**config.mk**
```make
export PLATFORM = sky130hd
export DESIGN_NAME = finder_pattern_overlay_renderer_unit
export DESIGN_NICKNAME = d
export VERILOG_FILES = /design/src/rtl/fpor_pkg.sv /design/src/rtl/fpor_lane.sv /design/src/rtl/finder_pattern_overlay_renderer_unit.sv
export SDC_FILE = /design/constraint.sdc
export NUM_CORES = 2
export LEC_CHECK = 0
export BUFFER_PORTS_ARGS = -buffer_cell sky130_fd_sc_hd__buf_2
export CAP_MARGIN = 20
export CORE_ASPECT_RATIO = 0.6
export CORE_MARGIN = 1.5
export CORE_UTILIZATION = 55
export DETAILED_ROUTE_END_ITERATION = 16
export GPL_ROUTABILITY_DRIVEN = 0
export PLACE_DENSITY = 0.67
export SLEW_MARGIN = 0
export SYNTH_ARGS = -nofsm -noshare
export SYNTH_HDL_FRONTEND = slang
export SYNTH_SLANG_ARGS = --single-unit
```
**constraint.sdc**
```tcl
create_clock -name clock -period 30.3 [get_ports clock]
set_clock_uncertainty 0.2 [all_clocks]
set_input_delay 3.03 -clock clock [delete_from_list [all_inputs] [get_ports clock]]
set_output_delay 3.03 -clock clock [all_outputs]
set_load 0.02 [all_outputs]
```
**src/rtl/fpor_pkg.sv**
```systemverilog
// Package: shared types and constants for the finder pattern overlay renderer.
package fpor_pkg;

   localparam int CFG_W        = 48;
   localparam int CFG_IDX_W    = 2;
   localparam int NUM_PATTERNS = 3;
   localparam int GRAY_W       = 8;

   localparam logic [GRAY_W-1:0] GRAY_BLACK = 8'd0;
   localparam logic [GRAY_W-1:0] GRAY_WHITE = 8'd255;

   localparam logic [CFG_IDX_W-1:0] REG_PATTERN_ZERO = 2'd0;
   localparam logic [CFG_IDX_W-1:0] REG_PATTERN_ONE  = 2'd1;
   localparam logic [CFG_IDX_W-1:0] REG_PATTERN_TWO  = 2'd2;

   // Load enables of the three working stages.
   typedef struct packed {
      logic s1;
      logic s2;
      logic s3;
   } stage_en_type;

   // Per-pattern verdict for one pixel.
   typedef struct packed {
      logic hit;
      logic paint_black;
   } lane_out_type;

endpackage

```
**src/rtl/fpor_lane.sv**
```systemverilog
// Module: three-stage box test and module classification for one finder pattern.
module fpor_lane #(
   parameter int COORD_BITS = 12,
   parameter int FRAC_BITS  = 4
) (
   input  logic                         clock,
   input  fpor_pkg::stage_en_type       stage_en,
   input  logic [fpor_pkg::CFG_W-1:0]   cfg,
   input  logic [COORD_BITS-1:0]        pixel_x,
   input  logic [COORD_BITS-1:0]        pixel_y,
   output fpor_pkg::lane_out_type       result
);

   localparam int FW    = COORD_BITS + FRAC_BITS;
   localparam int SW    = FW + 5;
   localparam int EXT_W = 3 * FW + fpor_pkg::CFG_W;

   // Stage 1: decode the pattern register.
   logic [EXT_W-1:0]     cfg_ext;
   logic [FW-1:0]        cx, cy, ms;
   logic signed [SW-1:0] cx2, cy2, m1, m7;
   logic signed [SW-1:0] left_in, right_in, top_in, bot_in;
   logic signed [SW-1:0] t2_in, t4_in, t10_in, t12_in;

   assign cfg_ext  = {{(3 * FW){1'b0}}, cfg};
   assign cx       = cfg_ext[0 +: FW];
   assign cy       = cfg_ext[FW +: FW];
   assign ms       = cfg_ext[2 * FW +: FW];
   assign cx2      = $signed(SW'(cx)) <<< 1;
   assign cy2      = $signed(SW'(cy)) <<< 1;
   assign m1       = $signed(SW'(ms));
   assign m7       = (m1 <<< 3) - m1;
   assign left_in  = cx2 - m7;
   assign right_in = cx2 + m7;
   assign top_in   = cy2 - m7;
   assign bot_in   = cy2 + m7;
   assign t2_in    = m1 <<< 1;
   assign t4_in    = m1 <<< 2;
   assign t10_in   = (m1 <<< 3) + (m1 <<< 1);
   assign t12_in   = (m1 <<< 3) + (m1 <<< 2);

   logic                 on1_ff;
   logic signed [SW-1:0] left_ff, right_ff, top_ff, bot_ff;
   logic signed [SW-1:0] t2a_ff, t4a_ff, t10a_ff, t12a_ff;

   always_ff @(posedge clock) begin
      if (stage_en.s1) begin
         on1_ff   <= (ms != '0);
         left_ff  <= left_in;
         right_ff <= right_in;
         top_ff   <= top_in;
         bot_ff   <= bot_in;
         t2a_ff   <= t2_in;
         t4a_ff   <= t4_in;
         t10a_ff  <= t10_in;
         t12a_ff  <= t12_in;
      end
   end

   // Stage 2: box test and offset from the box start, in half-sub-pixel units.
   logic signed [SW-1:0] px_s, pnx_s, py_s, pny_s;
   logic                 in_x_in, in_y_in;
   logic signed [SW-1:0] dx_in, dy_in;

   assign px_s    = $signed(SW'(pixel_x)) <<< (FRAC_BITS + 1);
   assign pnx_s   = ($signed(SW'(pixel_x)) + $signed(SW'(1))) <<< (FRAC_BITS + 1);
   assign py_s    = $signed(SW'(pixel_y)) <<< (FRAC_BITS + 1);
   assign pny_s   = ($signed(SW'(pixel_y)) + $signed(SW'(1))) <<< (FRAC_BITS + 1);
   assign in_x_in = (pnx_s > left_ff) && (px_s <= right_ff);
   assign in_y_in = (pny_s > top_ff) && (py_s <= bot_ff);
   assign dx_in   = px_s - left_ff;
   assign dy_in   = py_s - top_ff;

   logic                 on2_ff, in_x_ff, in_y_ff;
   logic signed [SW-1:0] dx_ff, dy_ff;
   logic signed [SW-1:0] t2b_ff, t4b_ff, t10b_ff, t12b_ff;

   always_ff @(posedge clock) begin
      if (stage_en.s2) begin
         on2_ff  <= on1_ff;
         in_x_ff <= in_x_in;
         in_y_ff <= in_y_in;
         dx_ff   <= dx_in;
         dy_ff   <= dy_in;
         t2b_ff  <= t2a_ff;
         t4b_ff  <= t4a_ff;
         t10b_ff <= t10a_ff;
         t12b_ff <= t12a_ff;
      end
   end

   // Stage 3: classify the module along each axis by threshold compares
   // (index 0 below 2m, index 6 from 12m, center band 4m up to 10m).
   logic x_edge, y_edge, x_mid, y_mid;
   fpor_pkg::lane_out_type result_in;

   assign x_edge = (dx_ff < t2b_ff) || (dx_ff >= t12b_ff);
   assign y_edge = (dy_ff < t2b_ff) || (dy_ff >= t12b_ff);
   assign x_mid  = (dx_ff >= t4b_ff) && (dx_ff < t10b_ff);
   assign y_mid  = (dy_ff >= t4b_ff) && (dy_ff < t10b_ff);

   assign result_in.hit         = on2_ff && in_x_ff && in_y_ff;
   assign result_in.paint_black = x_edge || y_edge || (x_mid && y_mid);

   fpor_pkg::lane_out_type result_ff;

   always_ff @(posedge clock) begin
      if (stage_en.s3) begin
         result_ff <= result_in;
      end
   end

   assign result = result_ff;

endmodule

```
**src/rtl/finder_pattern_overlay_renderer_unit.sv**
```systemverilog
// Module: top level of the finder pattern overlay renderer pipeline.
//
//  channel  ports                                   direction  transfer when
//  -------  --------------------------------------  ---------  -------------------------
//  req      req_valid req_stall req_pixel_x/_y       in         req_valid && !req_stall
//           req_is_black
//  rsp      rsp_valid rsp_stall rsp_gray_level       out        rsp_valid && !rsp_stall
//  csr      csr_wr_en csr_index csr_wdata            in         csr_wr_en
//
// One pixel per cycle sustained while rsp is not stalled; four register
// stages (decode, box test, classify, merge/output), through which each
// pixel passes in that order after the request transfer.
// Each stage loads whenever it is empty or the stage after it moves, so
// bubbles are squeezed out and a pixel is taken while a result waits.
// req_stall rises only when all four stages hold pixels and rsp is stalled.
// Reset (synchronous, active high) empties the pipeline and clears all three
// pattern registers, which disables every pattern.
module finder_pattern_overlay_renderer_unit #(
   parameter int COORD_BITS = 12,
   parameter int FRAC_BITS  = 4
) (
   input  logic                              clock,
   input  logic                              reset,
   input  logic                              req_valid,
   output logic                              req_stall,
   input  logic [COORD_BITS-1:0]             req_pixel_x,
   input  logic [COORD_BITS-1:0]             req_pixel_y,
   input  logic                              req_is_black,
   output logic                              rsp_valid,
   input  logic                              rsp_stall,
   output logic [fpor_pkg::GRAY_W-1:0]       rsp_gray_level,
   input  logic                              csr_wr_en,
   input  logic [fpor_pkg::CFG_IDX_W-1:0]    csr_index,
   input  logic [fpor_pkg::CFG_W-1:0]        csr_wdata
);

   // ---------------------------------------------------------------
   // Pattern registers; an index past the last pattern is dropped.
   // ---------------------------------------------------------------
   logic [fpor_pkg::CFG_W-1:0] pattern_ff [fpor_pkg::NUM_PATTERNS];

   always_ff @(posedge clock) begin
      if (reset) begin
         pattern_ff[0] <= '0;
         pattern_ff[1] <= '0;
         pattern_ff[2] <= '0;
      end else if (csr_wr_en) begin
         case (csr_index)
            fpor_pkg::REG_PATTERN_ZERO: pattern_ff[0] <= csr_wdata;
            fpor_pkg::REG_PATTERN_ONE:  pattern_ff[1] <= csr_wdata;
            fpor_pkg::REG_PATTERN_TWO:  pattern_ff[2] <= csr_wdata;
            default: ;
         endcase
      end
   end

   // ---------------------------------------------------------------
   // Stage enables: a stage advances when empty or when its successor
   // advances. The output register advances when empty or transferred.
   // ---------------------------------------------------------------
   logic v1_ff, v2_ff, v3_ff, rsp_valid_ff;
   logic en_out;
   fpor_pkg::stage_en_type stage_en;

   assign en_out      = !rsp_valid_ff || !rsp_stall;
   assign stage_en.s3 = !v3_ff || en_out;
   assign stage_en.s2 = !v2_ff || stage_en.s3;
   assign stage_en.s1 = !v1_ff || stage_en.s2;
   assign req_stall   = !stage_en.s1;

   always_ff @(posedge clock) begin
      if (reset) begin
         v1_ff        <= 1'b0;
         v2_ff        <= 1'b0;
         v3_ff        <= 1'b0;
         rsp_valid_ff <= 1'b0;
      end else begin
         if (stage_en.s1) v1_ff        <= req_valid;
         if (stage_en.s2) v2_ff        <= v1_ff;
         if (stage_en.s3) v3_ff        <= v2_ff;
         if (en_out)      rsp_valid_ff <= v3_ff;
      end
   end

   // ---------------------------------------------------------------
   // Pixel payload travels alongside the lanes.
   // ---------------------------------------------------------------
   logic [COORD_BITS-1:0] px1_ff, py1_ff;
   logic                  blk1_ff, blk2_ff, blk3_ff;

   always_ff @(posedge clock) begin
      if (stage_en.s1) begin
         px1_ff  <= req_pixel_x;
         py1_ff  <= req_pixel_y;
         blk1_ff <= req_is_black;
      end
      if (stage_en.s2) blk2_ff <= blk1_ff;
      if (stage_en.s3) blk3_ff <= blk2_ff;
   end

   // ---------------------------------------------------------------
   // One lane per pattern; all see the same pixel in lockstep.
   // ---------------------------------------------------------------
   fpor_pkg::lane_out_type lane_res [fpor_pkg::NUM_PATTERNS];

   for (genvar g = 0; g < fpor_pkg::NUM_PATTERNS; g++) begin : g_lane
      fpor_lane #(
         .COORD_BITS (COORD_BITS),
         .FRAC_BITS  (FRAC_BITS)
      ) u_lane (
         .clock    (clock),
         .stage_en (stage_en),
         .cfg      (pattern_ff[g]),
         .pixel_x  (px1_ff),
         .pixel_y  (py1_ff),
         .result   (lane_res[g])
      );
   end

   // ---------------------------------------------------------------
   // Merge: later patterns override earlier ones; register the gray level.
   // ---------------------------------------------------------------
   logic merged_black;

   always_comb begin
      merged_black = blk3_ff;
      for (int i = 0; i < fpor_pkg::NUM_PATTERNS; i++) begin
         if (lane_res[i].hit) merged_black = lane_res[i].paint_black;
      end
   end

   logic [fpor_pkg::GRAY_W-1:0] gray_ff;

   always_ff @(posedge clock) begin
      if (en_out) begin
         gray_ff <= merged_black ? fpor_pkg::GRAY_BLACK : fpor_pkg::GRAY_WHITE;
      end
   end

   assign rsp_valid      = rsp_valid_ff;
   assign rsp_gray_level = gray_ff;

   // ---------------------------------------------------------------
   // Assertions
   // ---------------------------------------------------------------
   // Input backpressure only when the whole pipeline is full and rsp stalls.
   a_stall_only_when_full: assert property (@(posedge clock) disable iff (reset)
      req_stall |-> (v1_ff && v2_ff && v3_ff && rsp_valid && rsp_stall))
      else $error("req_stall raised with room in the pipeline");

   // With rsp free-flowing, a transferred pixel advances through every stage and reaches the output.
   a_latency: assert property (@(posedge clock) disable iff (reset)
      (req_valid && !req_stall) ##1 !rsp_stall ##1 !rsp_stall ##1 !rsp_stall
      |=> rsp_valid)
      else $error("accepted pixel did not reach the output on time");

   // A stalled stage three must mean the output register is full and held.
   a_s3_hold: assert property (@(posedge clock) disable iff (reset)
      (v3_ff && !stage_en.s3) |-> (rsp_valid && rsp_stall))
      else $error("stage three held without output backpressure");

endmodule
```
==> flow_summary_export.csv <==
group,metric,value,unit
status,outcome,"completed",
yosys,synth_fp_nets,6402,
worst_setup_path,r2r_start,"pattern_ff[0][132]",
route,antenna_left,0,
placement,port_buffers,89,
route,first_iter_violations,5460,
worst_setup_path,cp_max_fo,36,
yosys,ys_types,85,
sta,maxSlewViolCount,0,
worst_setup_path,worst_r2r_path_depth,16,
worst_setup_path,crit_top_cell,"buf_2",
clocking,cts_buffers,84,
sta,fin_tns_setup,0,ns
worst_setup_path,worstPathArrival,4.49,ns
cells_and_area,final_cell_mix,"ha_1 (990), edfxtp_1 (850), inv_1 (544)",
clocking,clkSinkCount,854,
worst_hold_path,min-delay-start,"g_lane[1].u_lane.t10a_ff[16]",
route,drc,0,
yosys,yosys-top-cells-area,"edfxtp_1 (43%), ha_1 (21%), xnor2_1 (4.9%), inv_1 (3.5%), a21oi_1 (3.0%)",
placement,dp_hpwl,142000,um
worst_setup_path,rrSetupSlack,24.45,ns
worst_setup_path,path_cells,"buf_2 -> and3_1 -> nand3_4 -> inv_1 -> buf_2",
worst_hold_path,hold_path_end,"g_lane[1].u_lane.t10b_ff[16]",
cells_and_area,drive_gt1_frac,0.05830,
pwr,netSwitchingPower,2482,uW
pwr,clkPwrFrac,0.186,
sta,max_slew_margin,0.1195,
yosys,async_flop_share,0,
yosys,synth_seq_cells,854,
sta,rsz0062_at_grt,"no",
sta,fmax,0.1295,GHz
flow_run,drv_cap,0,
global_route,grt.total_usage,0.3295,
worst_setup_path,required,27.07,ns
pwr,leakagePower,0.02838,uW
placement,dpl_cell_area,0.06109,sq mm
route,drt_first_pass_iters,6,
placement,place_ws,22.55,ns
sta,setup_viol,0,
floorplanning,coreArea,0.1054,sq mm
global_route,grt_max_degree,166,
pwr,swShare,0.4081,
sta,fin_crit,7.723,ns
cells_and_area,area_delta_synth_final,9.081,%
pwr,internal-power,3599,uW
worst_setup_path,cp-end-kind,"output port",
sta,tightest_slew,1.309,ns
yosys,syn_inst,5320,
clocking,cts_max_path_buffers,3,
pwr,powerDensity,94.93,mW/mm^2
floorplanning,num_rows,92,
clocking,cts_resized,0,
yosys,synth_top_cell_by_area,"edfxtp_1",
global_route,grt_pass1_vias,39060,
global_route,gr-total-overflow,0,
floorplanning,chipHeight,256.1,um
clocking,cts_root_buffer,"clkbuf_16",
yosys,synthFlopType,"edfxtp_1",
clocking,clk_latency,0.71,ns
cells_and_area,final_common_cell,"ha_1",
yosys,synth_edf_count,850,
floorplanning,dieArea,0.1088,sq mm
yosys,yosysWarnings,0,
sta,finalHoldViolCount,0,
cells_and_area,nNetsFinal,6569,
clocking,cts_tree,"done",
worst_setup_path,crit_type,"primary input to output port",
pwr,p_total,6081,uW
route,via_per_inst,6.139,
floorplanning,io_pins,90,
yosys,synth_seq_area_share,0.4360,
worst_setup_path,worstSetupStartpointType,"primary input",
cells_and_area,design_area,0.06406,sq mm
sta,fin_crit_sh,0.2549,
pwr,p_seq_frac,0.345,
worst_setup_path,max_stage_delay,0.51,ns
sta,setup_ws,22.58,ns
worst_hold_path,min_path_type,"flop to flop",
clocking,clk_pin_slew,0.07,ns
route,wl_per_cell,26.02,um
route,vias,42830,
cells_and_area,fillers,8708,
yosys,avgSynthCellArea,11.04,sq um
floorplanning,die_w,424.8,um
floorplanning,start_util,0.5569,
clocking,ctsHtreeMaxLevel,3,
worst_hold_path,hold-path-cell-count,0,
clocking,postCtsSetupBuffers,0,
route,wl,181600,um
pwr,ir_drop,59.57,uV
pwr,p_comb_frac,0.469,
yosys,synth_top_area_frac,0.4347,
yosys,synth_area,0.05872,sq mm
worst_setup_path,reg2reg_to,"g_lane[2].u_lane.top_ff[19]",
clocking,hold_buffers,0,
global_route,antenna_found_initial,18,
sta,whs,0.2127,ns
global_route,grt_pass1_wl,261300,um
worst_setup_path,cpMaxStageDelayCell,"nand3_4",
[cell families after synthesis]
| family | Yosys count | synth area share |
|---|---|---|
| compound gates | 1243 | 0.1387 |
| simple gates | 1166 | 0.1034 |
| fa+ha+maj | 1002 | 0.2150 |
| flops | 854 | 0.4360 |
| buf+inv | 602 | 0.03925 |
| xor+xnor | 452 | 0.06741 |
| mux | 1 | 0.0001705 |
[flip-flops by register name (all words and copies together) (netlist names), 51 cells and up]
register                count
g_lane.u_lane.bot_ff       63
g_lane.u_lane.dx_ff        60
g_lane.u_lane.dy_ff        63
g_lane.u_lane.left_ff      60
g_lane.u_lane.right_ff     60
g_lane.u_lane.t10a_ff      51
g_lane.u_lane.t10b_ff      51
g_lane.u_lane.t12a_ff      51
g_lane.u_lane.t12b_ff      51
g_lane.u_lane.top_ff       60
pattern_ff                144
[Yosys cell counts, drive strengths merged (118+ instances only)]
master	number
a21o	199
a21oi	356
edfxtp	850
ha	990
inv	544
nand2	132
nor2	333
nor3	118
o21ai	228
xnor2	331
xor2	121
[power by group through the flow]
stage | sequential (uW) | clock [uW] | combinational, uW
CTS | 2090 | 1140 | 2760
global placement | 2100 | 0 | 2650
floorplan | 1980 | 0 | 1960
detailed placement | 2110 | 0 | 2720
global route | 2130 | 1180 | 3130
finish | 2100 | 1130 | 2850
[per-stage QoR]
step / util / std cells
global placement: 0.5793 / 6804
finish: 0.6075 / 6977
detailed placement: 0.5794 / 6806
CTS: 0.6069 / 6962
floorplan: - / 5320
global route: 0.6073 / 6970
[layer usage]
| layer | vias to the layer above | track usage | share of wire | wire length [um] |
|---|---|---|---|---|
| met3 | 240 | 0.1376 | 0.15 | 27120 |
| met1 | 20400 | 0.5109 | 0.46 | 83410 |
| met2 | 2246 | 0.4130 | 0.37 | 66600 |
| li1 | 19940 | - | - | - |
| met4 | 8 | 0.07609 | 0.023 | 4193 |
| met5 | - | 0.01184 | 0.0013 | 231 |
[final cells by class]
type	instances	area (sq um)	share of cell area
diodes	10	25.02	0.0003907
well taps	1410	1764	0.02754
clock buffers	102	2263	0.03533
repair buffers	139	850.8	0.01328
flip-flops and latches	854	25600	0.3997
multi-input cells	3864	30870	0.4820
inverters	544	2042	0.03188
clock inverters	54	631.9	0.009864
[worst max-delay path, delay by kind of cell]
family | cells | cell delay (ns)
buffers and inverters | 3 | 0.59
AND/OR/NAND/NOR | 2 | 0.86
[how the worst max path moves through the flow]
stage	start	to	slack, ns	depth (start not counted)
2_1_floorplan	rsp_stall	req_stall	11.14	3
4_1_cts	rsp_stall	req_stall	22.54	5
6_report	rsp_stall	req_stall	22.58	5
3_5_place_dp	rsp_stall	req_stall	22.55	5
5_1_grt	rsp_stall	req_stall	22.48	5
3_3_place_gp	rsp_stall	req_stall	22.58	5
Power figures use the tool's default switching activity.
